==> src/rtl/pgs_pkg.sv <==
// ----------------------------------------------------------------------------
// pgs_pkg
// Shared constants, datapath op codes and status type for the path
// gradient smoother.
// ----------------------------------------------------------------------------
package pgs_pkg;

    localparam int MAX_POINTS = 64;
    localparam int IDX_W      = $clog2(MAX_POINTS);
    localparam int CNT_W      = $clog2(MAX_POINTS + 1);
    localparam int COORD_W    = 32;
    localparam int PT_W       = 2 * COORD_W;
    localparam int ERR_W      = 48;
    localparam int WGT_W      = 16;
    localparam int TOL_W      = 32;
    localparam int SWP_W      = 16;
    localparam int CFG_IDX_W  = 2;
    localparam int CFG_DATA_W = 32;

    localparam logic [ERR_W-1:0] ERR_MAX = '1;

    // configuration register indexes
    localparam logic [CFG_IDX_W-1:0] REG_DATA_WEIGHT    = 2'd0;
    localparam logic [CFG_IDX_W-1:0] REG_SMOOTH_WEIGHT  = 2'd1;
    localparam logic [CFG_IDX_W-1:0] REG_STOP_TOLERANCE = 2'd2;
    localparam logic [CFG_IDX_W-1:0] REG_SWEEP_LIMIT    = 2'd3;

    // configuration reset values
    localparam logic [WGT_W-1:0] DATA_WEIGHT_RST    = 16'd32768;
    localparam logic [WGT_W-1:0] SMOOTH_WEIGHT_RST  = 16'd6554;
    localparam logic [TOL_W-1:0] STOP_TOLERANCE_RST = 32'd66;
    localparam logic [SWP_W-1:0] SWEEP_LIMIT_RST    = 16'd1000;

    // datapath commands
    typedef logic [4:0] op_t;
    localparam op_t OP_NONE        = 5'd0;
    localparam op_t OP_LOAD        = 5'd1;
    localparam op_t OP_SMOOTH_INIT = 5'd2;
    localparam op_t OP_SWEEP_START = 5'd3;
    localparam op_t OP_PRIME0      = 5'd4;
    localparam op_t OP_PRIME1      = 5'd5;
    localparam op_t OP_PRIME2      = 5'd6;
    localparam op_t OP_FETCH       = 5'd7;
    localparam op_t OP_DIFF        = 5'd8;
    localparam op_t OP_MUL         = 5'd9;
    localparam op_t OP_RND         = 5'd10;
    localparam op_t OP_UPD         = 5'd11;
    localparam op_t OP_SQ          = 5'd12;
    localparam op_t OP_SUM         = 5'd13;
    localparam op_t OP_ACC         = 5'd14;
    localparam op_t OP_EMIT_START  = 5'd15;
    localparam op_t OP_EMIT_LD     = 5'd16;
    localparam op_t OP_EMIT_NEXT   = 5'd17;
    localparam op_t OP_EMIT_DONE   = 5'd18;

    typedef struct packed {
        logic stop;           // no further sweep: limit reached or converged
        logic long_path;      // path ending now has three or more points
        logic last_interior;  // current point is the last interior one
        logic out_taken;      // output item handed over this cycle
        logic out_is_last;    // output register holds the final point
    } status_t;

endpackage

==> src/rtl/pgs_ctrl.sv <==
// ----------------------------------------------------------------------------
// pgs_ctrl
// Controller: sequences load, sweeps, per-point update steps and emission.
// ----------------------------------------------------------------------------
module pgs_ctrl import pgs_pkg::*; (
    input  logic    clk,
    input  logic    rst_n,
    input  logic    in_valid,
    input  logic    last_point,
    input  status_t st,
    output logic    in_ready,
    output op_t     op
);

    localparam logic [4:0] ST_LOAD   = 5'd0;
    localparam logic [4:0] ST_INIT   = 5'd1;
    localparam logic [4:0] ST_CHECK  = 5'd2;
    localparam logic [4:0] ST_PRIME0 = 5'd3;
    localparam logic [4:0] ST_PRIME1 = 5'd4;
    localparam logic [4:0] ST_PRIME2 = 5'd5;
    localparam logic [4:0] ST_FETCH  = 5'd6;
    localparam logic [4:0] ST_DIFF   = 5'd7;
    localparam logic [4:0] ST_MUL    = 5'd8;
    localparam logic [4:0] ST_RND    = 5'd9;
    localparam logic [4:0] ST_UPD    = 5'd10;
    localparam logic [4:0] ST_SQ     = 5'd11;
    localparam logic [4:0] ST_SUM    = 5'd12;
    localparam logic [4:0] ST_ACC    = 5'd13;
    localparam logic [4:0] ST_ESTART = 5'd14;
    localparam logic [4:0] ST_ERD    = 5'd15;
    localparam logic [4:0] ST_ELD    = 5'd16;
    localparam logic [4:0] ST_EWAIT  = 5'd17;

    logic [4:0] state_reg;
    logic [4:0] state_next;

    always_ff @(posedge clk or negedge rst_n)
    begin
        if (!rst_n)
        begin
            state_reg <= ST_LOAD;
        end
        else
        begin
            state_reg <= state_next;
        end
    end

    always_comb
    begin
        state_next = state_reg;
        op         = OP_NONE;
        in_ready   = 1'b0;
        case (state_reg)
            ST_LOAD:
            begin
                in_ready = 1'b1;
                if (in_valid)
                begin
                    op = OP_LOAD;
                    if (last_point)
                    begin
                        state_next = st.long_path ? ST_INIT : ST_ESTART;
                    end
                end
            end
            ST_INIT:
            begin
                op         = OP_SMOOTH_INIT;
                state_next = ST_CHECK;
            end
            ST_CHECK:
            begin
                if (st.stop)
                begin
                    op         = OP_EMIT_START;
                    state_next = ST_ERD;
                end
                else
                begin
                    op         = OP_SWEEP_START;
                    state_next = ST_PRIME0;
                end
            end
            ST_PRIME0:
            begin
                op         = OP_PRIME0;
                state_next = ST_PRIME1;
            end
            ST_PRIME1:
            begin
                op         = OP_PRIME1;
                state_next = ST_PRIME2;
            end
            ST_PRIME2:
            begin
                op         = OP_PRIME2;
                state_next = ST_FETCH;
            end
            ST_FETCH:
            begin
                op         = OP_FETCH;
                state_next = ST_DIFF;
            end
            ST_DIFF:
            begin
                op         = OP_DIFF;
                state_next = ST_MUL;
            end
            ST_MUL:
            begin
                op         = OP_MUL;
                state_next = ST_RND;
            end
            ST_RND:
            begin
                op         = OP_RND;
                state_next = ST_UPD;
            end
            ST_UPD:
            begin
                op         = OP_UPD;
                state_next = ST_SQ;
            end
            ST_SQ:
            begin
                op         = OP_SQ;
                state_next = ST_SUM;
            end
            ST_SUM:
            begin
                op         = OP_SUM;
                state_next = ST_ACC;
            end
            ST_ACC:
            begin
                op         = OP_ACC;
                state_next = st.last_interior ? ST_CHECK : ST_FETCH;
            end
            ST_ESTART:
            begin
                op         = OP_EMIT_START;
                state_next = ST_ERD;
            end
            ST_ERD:
            begin
                // working store read address follows the index
                state_next = ST_ELD;
            end
            ST_ELD:
            begin
                op         = OP_EMIT_LD;
                state_next = ST_EWAIT;
            end
            ST_EWAIT:
            begin
                if (st.out_taken)
                begin
                    if (st.out_is_last)
                    begin
                        op         = OP_EMIT_DONE;
                        state_next = ST_LOAD;
                    end
                    else
                    begin
                        op         = OP_EMIT_NEXT;
                        state_next = ST_ERD;
                    end
                end
            end
            default:
            begin
                state_next = ST_LOAD;
            end
        endcase
    end

endmodule
==> config.mk <==
export PLATFORM = sky130hd
export DESIGN_NAME = pgs_ctrl
export DESIGN_NICKNAME = d
export VERILOG_FILES = /design/src/rtl/pgs_pkg.sv /design/src/rtl/pgs_ctrl.sv
export SDC_FILE = /design/constraint.sdc
export NUM_CORES = 1
export LEC_CHECK = 0
export BUFFER_PORTS_ARGS = -buffer_cell sky130_fd_sc_hd__buf_2
export CELL_PAD_IN_SITES_DETAIL_PLACEMENT = 0
export CELL_PAD_IN_SITES_GLOBAL_PLACEMENT = 2
export CORE_UTILIZATION = 25
export DETAILED_ROUTE_END_ITERATION = 6
export PLACE_DENSITY = 0.7
export SLEW_MARGIN = 40
export SYNTH_ARGS = -nofsm -noshare
export SYNTH_HDL_FRONTEND = slang
export SYNTH_SLANG_ARGS = --single-unit
==> constraint.sdc <==
create_clock -name clk -period 1.74 [get_ports clk]
set_input_delay 0.348 -clock clk [delete_from_list [all_inputs] [get_ports clk]]
set_output_delay 0.348 -clock clk [all_outputs]
set_load 0.01 [all_outputs]
==> results.md, run 1 <==
## Run status
* finished, violations left — run status
* negative setup slack — violations in the final reports

## Placed design
* 14 — port bufs
* 0.04437 ns — worst setup slack after placement
* 0.8118 — final estimated routing congestion in global placement
* 112 — placed cell count
* 1144 microns — placed wire-length estimate after detailed placement

## Finish
* 44.17% — area growth from synthesis to layout
* 106 — Final Net Count
* 5 — max FFs per register
* 0.3979 — Util after Layout
* 0.4792 — layout cells sized above 1
* 123 — count of non-filler cells in the finished layout
* 0 — diodes inserted

## Logic synthesis
* 5 — FF+latch count, synth
* dfrtp_1, o21ai_0, clkbuf_8, o32ai_4, nand2_1 — Synth area leaders
* 0.2735 — simple-gate share of the synthesized area
* 0.3834 — Compound-Gate Fraction of Synth Area
* 68 — number of cells produced by synthesis
* dfrtp_1 — cell taking the most area after synthesis
* 0 — Yosys warning total
* 0 — share of synthesized cell area in full adder, half adder and majority cells
* 0 — fraction of synthesized area in multiplexers
* 0 — xor-xnor portion of the synthesized cell area
* 0.2242 — area share of the leading cell type in the synthesized netlist
* 8.206 sq um — Mean Syn Cell Area
* 558.0 sq um — area of the mapped netlist
* compound AO/OA/AOI/OAI gates — combinational family with the most area after synthesis
* 34 — number of different library cells in the post-synthesis netlist
* 0.2242 — Seq/Total Area, Yosys
* 77 — synthesized netlist net count

## Clock network
* 2 — maximum clock insertion buffer count
* 0.25 ns — Clk Latency, worst-skew pair
* done — clock tree from TritonCTS
* 5 — TritonCTS Sinks
* clkbuf_4 — Root Buffer
* 3 — CTS Buf Count
* 0.05 ns — clock transition at the registers of the reported paths
* 1 — H-Tree Level Count

## Pwr
* 802.7 uW — internal power contribution
* 0.745 — fraction of power consumed by combinational cells
* 1.482 mW — total power draw
* 679.1 uW — switching power summed over all nets
* 892.6 uV — Max rail drop VDD
* 1842 nW/um^2 — power per standard cell area
* 0.160 — sequential fraction of design power
* 0.3441 nW — Static Leak
* 0.095 — Clk pwr share
* 0.4583 — switching part of the total

## STA
* 1.935 ns — minimum period implied by the final worst setup slack
* 0.005014 ns — worst clock skew on the final layout
* 1.112 — ratio of final minimum period to clock period
* true — RSZ-0062 raised after global routing
* 0.5016 ns — pin slew with the least headroom to its limit
* 0 — Max Slew Vio Count
* 8 — total setup violations reported at the end of the flow
* 0 — number of failing hold endpoints at the final stage
* -0.7225 ns — final sum of negative setup slack
* 516.8 MHz — highest clock rate
* -0.1952 ns — smallest setup slack after layout
* 0.6625 — Rel. slew slack

## Global routing
* 13 — largest net degree at the start of global routing
* 0 — antenna violations before repair
* 617 — via count of the first global-routing pass
* 0 — Congestion Overflow GR
* 0.1461 — Global Route Usage Sum
* 2670 microns — first-pass GRT wire length

## Critical path
* primary output — kind of end point of the critical path
* register — kind of start point of the critical path
* or4b_4 — slowest CP cell
* 1.59 ns — signal arrival time at the worst endpoint
* register to primary output — class of the most critical setup path
* or4b_4, o31ai_2, buf_2 — crit path cell chain
* 1.39 ns — required time worst endpoint
* 3 — CP Max Fanout
* 0.58 ns — largest stage delay on the critical path

## Flow run
* 0 — Max Cap Violations

## Floorplanning
* 15 — boundary pin count
* 16 — cell row count
* 49.25 microns — DIE WIDTH
* 0.2760 — Initial Utilization
* 2022 sq um — core region area
* 2425 sq um — area of the die
* 49.25 microns — die span in y

## Detailed routing
* 13.25 microns — detail-routed net length per standard cell
* 1630 microns — drt total wl
* 631 — via count
* 0 — count of nets left with antenna violations after detail routing
* 5.130 — average via count per standard cell
* 4 — first drt pass iteration count
* 9 — number of violations reported at the end of detailed-routing iteration 0
* 0 — number of remaining DRC errors

## Hold path
* primary input to register — min-delay worst type

==> final timing paths <==
check	start	endpoint	slack, ns	cells after the start
hold reg to reg	state_reg[4]	state_reg[3]	0.74	3
hold / removal	st[1]	state_reg[0]	0.36	2
setup / recovery	state_reg[3]	op[0]	-0.20	3
setup reg to reg	state_reg[3]	state_reg[2]	-0.06	5
min in group asynchronous	rst_n	state_reg[2]	0.44	2
max in group asynchronous	rst_n	state_reg[0]	1.15	2
==> per-layer routing <==
metal / part of all wire / GRT usage / vias up
li1: - / - / 313
met1: 0.45 / 0.1589 / 291
met2: 0.48 / 0.2511 / 25
met3: 0.062 / 0.04984 / 2
met4: 0.0092 / 0.06863 / 0
met5: 0 / 0 / -
==> stage by stage <==
| stage | instance area (sq um) | hold slack [ns] |
|---|---|---|
| 2_1_floorplan | 563.0 | 0.05241 |
| 3_5_place_dp | 675.6 | 0.1674 |
| 6_report | 804.5 | 0.3599 |
| 3_3_place_gp | 675.6 | 0.1661 |
| 5_1_grt | 804.5 | 0.3527 |
| 4_1_cts | 788.3 | 0.3403 |
==> cell usage in the layout, fill, tap and decap left out, drive strengths merged, types with 2 or more instances in the layout <==
cell type / n
nand3b: 2
inv: 4
a21oi: 4
nor2: 4
clkbuf: 4
o21ai: 7
a21o: 3
dfrtp: 5
or3: 3
nor2b: 2
a31oi: 2
o32ai: 2
a311oi: 2
nand2: 7
or2b: 2
buf: 28
==> power groups by stage <==
stage	logic [mW]	clock network (mW)	registers, mW
floorplan	0.696	0	0.213
global placement	0.935	0	0.245
detailed placement	0.915	0	0.241
CTS	1.06	0.146	0.231
global route	1.21	0.157	0.241
finish	1.10	0.141	0.238
==> cells in the mapped netlist <==
| cell type | n |
|---|---|
| nand2_1 | 7 |
| o21ai_0 | 7 |
| dfrtp_1 | 5 |
| a21oi_1 | 4 |
| inv_1 | 4 |
| nor2_1 | 4 |
| a21o_1 | 3 |
| or3_1 | 3 |
| a31oi_1 | 2 |
| clkbuf_8 | 2 |
| nand3b_1 | 2 |
| nor2b_1 | 2 |
| or2b_2 | 2 |
| a21boi_0 | 1 |
| a311oi_1 | 1 |
| a311oi_2 | 1 |
| a41oi_1 | 1 |
| and2_1 | 1 |
| and3b_1 | 1 |
| buf_2 | 1 |
| buf_4 | 1 |
| buf_6 | 1 |
| nor3_1 | 1 |
| nor4_1 | 1 |
| o2111ai_1 | 1 |
| o211ai_1 | 1 |
| o22ai_1 | 1 |
| o2bb2ai_1 | 1 |
| o31a_1 | 1 |
| o31ai_1 | 1 |
| o32ai_1 | 1 |
| o32ai_4 | 1 |
| or4_1 | 1 |
| or4b_4 | 1 |
==> final cells by class <==
type                       instances  area, sq um
multi-input combinational         54        410.4
fill                             208         1217
inverter                           4        15.01
timing repair buffer              29        192.7
sequential                         5        126.4
clock buffer                       4        26.28
tap                               27        33.78
==> what timing repair did <==
item / in CTS / in global routing
cloned: 0 / 0
pin swaps: 5 / 3
endpoints found under the hold margin: 5 / 0
hold buffers: 1 / 0
setup endpoints to repair: 6 / 10
gates resized for setup: 8 / 5
setup buffers: 7 / 0
==> worst max-delay path: cells and delay by family (launching register included) <==
| family | cells | cell delay (ns) |
|---|---|---|
| and+or+nand+nor | 1 | 0.58 |
| AOI/OAI and AO/OA | 1 | 0.18 |
| DFF | 1 | 0.41 |
| buffers and inverters | 1 | 0.16 |
==> cells by family (layout without fill, tap and decap cells) <==
group	after synthesis	in the layout
buffers and inverters	9	37
and+or+nand+nor	26	26
DFF	5	5
AOI/OAI and AO/OA	28	28
(Power assumes the default switching activity.)
==> run 2, diff against run 1 <==
- CORE_ASPECT_RATIO: unset -> 0.7
==> run 2 against run 1 <==
  * The flow still finishes with violations (negative setup slack)
  * Register-to-register slack worse by 0.07 ns
  * Total power up 4.1%
  * Sequential cell count unchanged
  * Final cell count rose by 5.7%
  * Wire length grew 0.92%
  * Core utilization up 3.2 points
  * Setup slack gained 0.013 ns
  * Via count is 0.95% higher
  * Count of clock-buffer cells in the layout stayed put
  * Sequential share of layout area shrank 0.79 points
  * Largest cell class unchanged
==> results.md, run 2 (synthesis results as in run 1) <==
## Critical path
* simple AND/OR/NAND/NOR gates — family with the most delay on the worst path, unchanged
* 1 — count of buffer and inverter cells on the critical path, unchanged
* 1.57 ns — signal arrival time at the worst endpoint, was 1.59 ns
* register to primary output — class of the most critical setup path, unchanged
* 1.39 ns — required time worst endpoint, about the same
* 4 — CP Max Fanout, was 3
* or4b_4 — slowest CP cell, unchanged
* register — kind of start point of the critical path, unchanged
* primary output — kind of end point of the critical path, unchanged
* or4b_4, o31ai_2, buf_2 — crit path cell chain, unchanged
* 0.58 ns — largest stage delay on the critical path, about the same

## STA
* true — RSZ-0062 raised after global routing, unchanged
* -1.044 ns — final sum of negative setup slack, was -0.7225 ns
* -0.1820 ns — smallest setup slack after layout, was -0.1952 ns
* 10 — total setup violations reported at the end of the flow, was 8
* 520.3 MHz — highest clock rate, was 516.8 MHz
* 0.008413 ns — worst clock skew on the final layout, was 0.005014 ns
* 1.922 ns — minimum period implied by the final worst setup slack, was 1.935 ns
* 1.105 — ratio of final minimum period to clock period, was 1.112
* 0.6805 — Rel. slew slack, was 0.6625
* 0.4792 ns — pin slew with the least headroom to its limit, was 0.5016 ns
* 0 — Max Slew Vio Count, unchanged
* 0 — number of failing hold endpoints at the final stage, unchanged

## Global routing
* 0.1429 — Global Route Usage Sum, was 0.1461
* 596 — via count of the first global-routing pass, was 617
* 0 — Congestion Overflow GR, unchanged
* 13 — largest net degree at the start of global routing, unchanged
* 2697 microns — first-pass GRT wire length, was 2670 microns
* 0 — antenna violations before repair, unchanged

## Placed design
* 0.7752 — final estimated routing congestion in global placement, was 0.8118
* 14 — port bufs, unchanged
* 0.04426 ns — worst setup slack after placement, was 0.04437 ns
* 1166 microns — placed wire-length estimate after detailed placement, was 1144 microns
* 116 — placed cell count, was 112
* 686.9 sq um — dpl cell area, was 675.6 sq um

## Finish
* buf_4 — leading cell type in the layout, fill and taps excluded, was buf_2
* 5 — max FFs per register, unchanged
* 206 — count of filler cells inserted in the layout, was 208
* 0 — diodes inserted, unchanged
* 51.79% — area growth from synthesis to layout, was 44.17%
* 0.5000 — layout cells sized above 1, was 0.4792
* 110 — Final Net Count, was 106
* buf_4, buf_2, nand2_1 — most frequent cells in the layout, was buf_2, buf_4, nand2_1
* 847.1 sq um — Final Instance Area, was 804.5 sq um
* 130 — count of non-filler cells in the finished layout, was 123

## Clock network
* clkbuf_4 — Root Buffer, unchanged
* 3 — CTS Buf Count, unchanged
* 5 — TritonCTS Sinks, unchanged
* 2 — maximum clock insertion buffer count, unchanged
* 0.05 ns — clock transition at the registers of the reported paths, about the same
* 1 — H-Tree Level Count, unchanged
* done — clock tree from TritonCTS, unchanged
* 0.24 ns — Clk Latency, worst-skew pair, was 0.25 ns

## Flow run
* 0 — Max Cap Violations, unchanged

## Pwr
* 690.4 uW — switching power summed over all nets, was 679.1 uW
* 851.6 uW — internal power contribution, was 802.7 uW
* 572.7 uV — Max rail drop VDD, was 892.6 uV
* 0.087 — Clk pwr share, was 0.095
* 1.542 mW — total power draw, was 1.482 mW
* 1820 nW/um^2 — power per standard cell area, was 1842 nW/um^2
* 0.4477 — switching part of the total, was 0.4583
* 0.3645 nW — Static Leak, was 0.3441 nW
* 0.759 — fraction of power consumed by combinational cells, was 0.745
* 0.155 — sequential fraction of design power, was 0.160

## Floorplanning
* 13 — cell row count, was 16
* 1968 sq um — core region area, was 2022 sq um
* 58.47 microns — DIE WIDTH, was 49.25 microns
* 41.53 microns — die span in y, was 49.25 microns
* 0.2835 — Initial Utilization, was 0.2760
* 2428 sq um — area of the die, was 2425 sq um
* 15 — boundary pin count, unchanged

## Detailed routing
* 1645 microns — drt total wl, was 1630 microns
* 637 — via count, was 631
* 12.65 microns — detail-routed net length per standard cell, was 13.25 microns
* 0 — count of nets left with antenna violations after detail routing, unchanged
* 4 — first drt pass iteration count, unchanged
* 4.900 — average via count per standard cell, was 5.130
* 23 — number of violations reported at the end of detailed-routing iteration 0, was 9
* 0 — number of remaining DRC errors, unchanged

## Run status
* negative setup slack — violations in the final reports, unchanged
* finished, violations left — run status, unchanged

## Hold path
* primary input to register — min-delay worst type, unchanged

==> run 2: changes by cell type in the layout (fill, tap and decap cells not counted), sizes merged <==
cell,before,now
buf,28,32
==> run 2: final timing paths <==
path	start	end	slack, ns	depth (start not counted)
setup / recovery	state_reg[2]	op[0]	-0.18	3
hold / removal	st[1]	state_reg[0]	0.37	2
setup reg to reg	state_reg[2]	state_reg[1]	-0.13	6
hold reg to reg	state_reg[0]	state_reg[4]	0.71	2
max in group asynchronous	rst_n	state_reg[0]	1.15	2
min in group asynchronous	rst_n	state_reg[0]	0.44	2
==> run 2: through the flow <==
stage,hold WS (ns),util
after floorplan,0.05241,-
after global placement,0.1682,0.3490
after detailed placement,0.1657,0.3490
after CTS,0.3657,0.4043
after global routing,0.3576,0.4304
final,0.3698,0.4304
==> run 2: area by class of cell <==
type                            instances  area, sq um  share of cell area
Timing Repair Buffer                   33        226.5              0.2674
Sequential cell                         5        126.4              0.1492
Clock buffer                            4        26.28             0.03102
Tap cell                               30        37.54             0.04431
Inverter                                4        15.01             0.01773
Multi-Input combinational cell         54        415.4              0.4904
==> run 2: power by group through the flow <==
stage	combinational [mW]	sequential (mW)	clock (mW)
6_report	1.17	0.239	0.133
4_1_cts	1.08	0.236	0.134
5_1_grt	1.28	0.246	0.151
3_3_place_gp	0.934	0.239	0
2_1_floorplan	0.696	0.213	0
3_5_place_dp	0.930	0.244	0
==> run 2: what timing repair did <==
item / CTS / global route
pin swaps: 6 / 1
setup endpoints to repair: 6 / 10
resized for setup: 9 / 5
hold buffers: 1 / 0
hold endpoints to repair: 5 / 0
setup buffers: 6 / 3
==> run 2: worst reg2reg max path, delay by kind of cell (launching register included) <==
kind / cells / cell delay, ns
buf+inv: 2 / 0.28
simple gates: 2 / 0.69
flops: 1 / 0.41
compound gates: 2 / 0.41
==> run 2: per-layer routing <==
metal	global-route usage	vias to the layer above	part of all wire
li1	-	320	-
met1	0.2210	298	0.53
met2	0.2000	19	0.43
met3	0.01246	0	0.044
met4	0.05714	0	0
met5	0	-	0
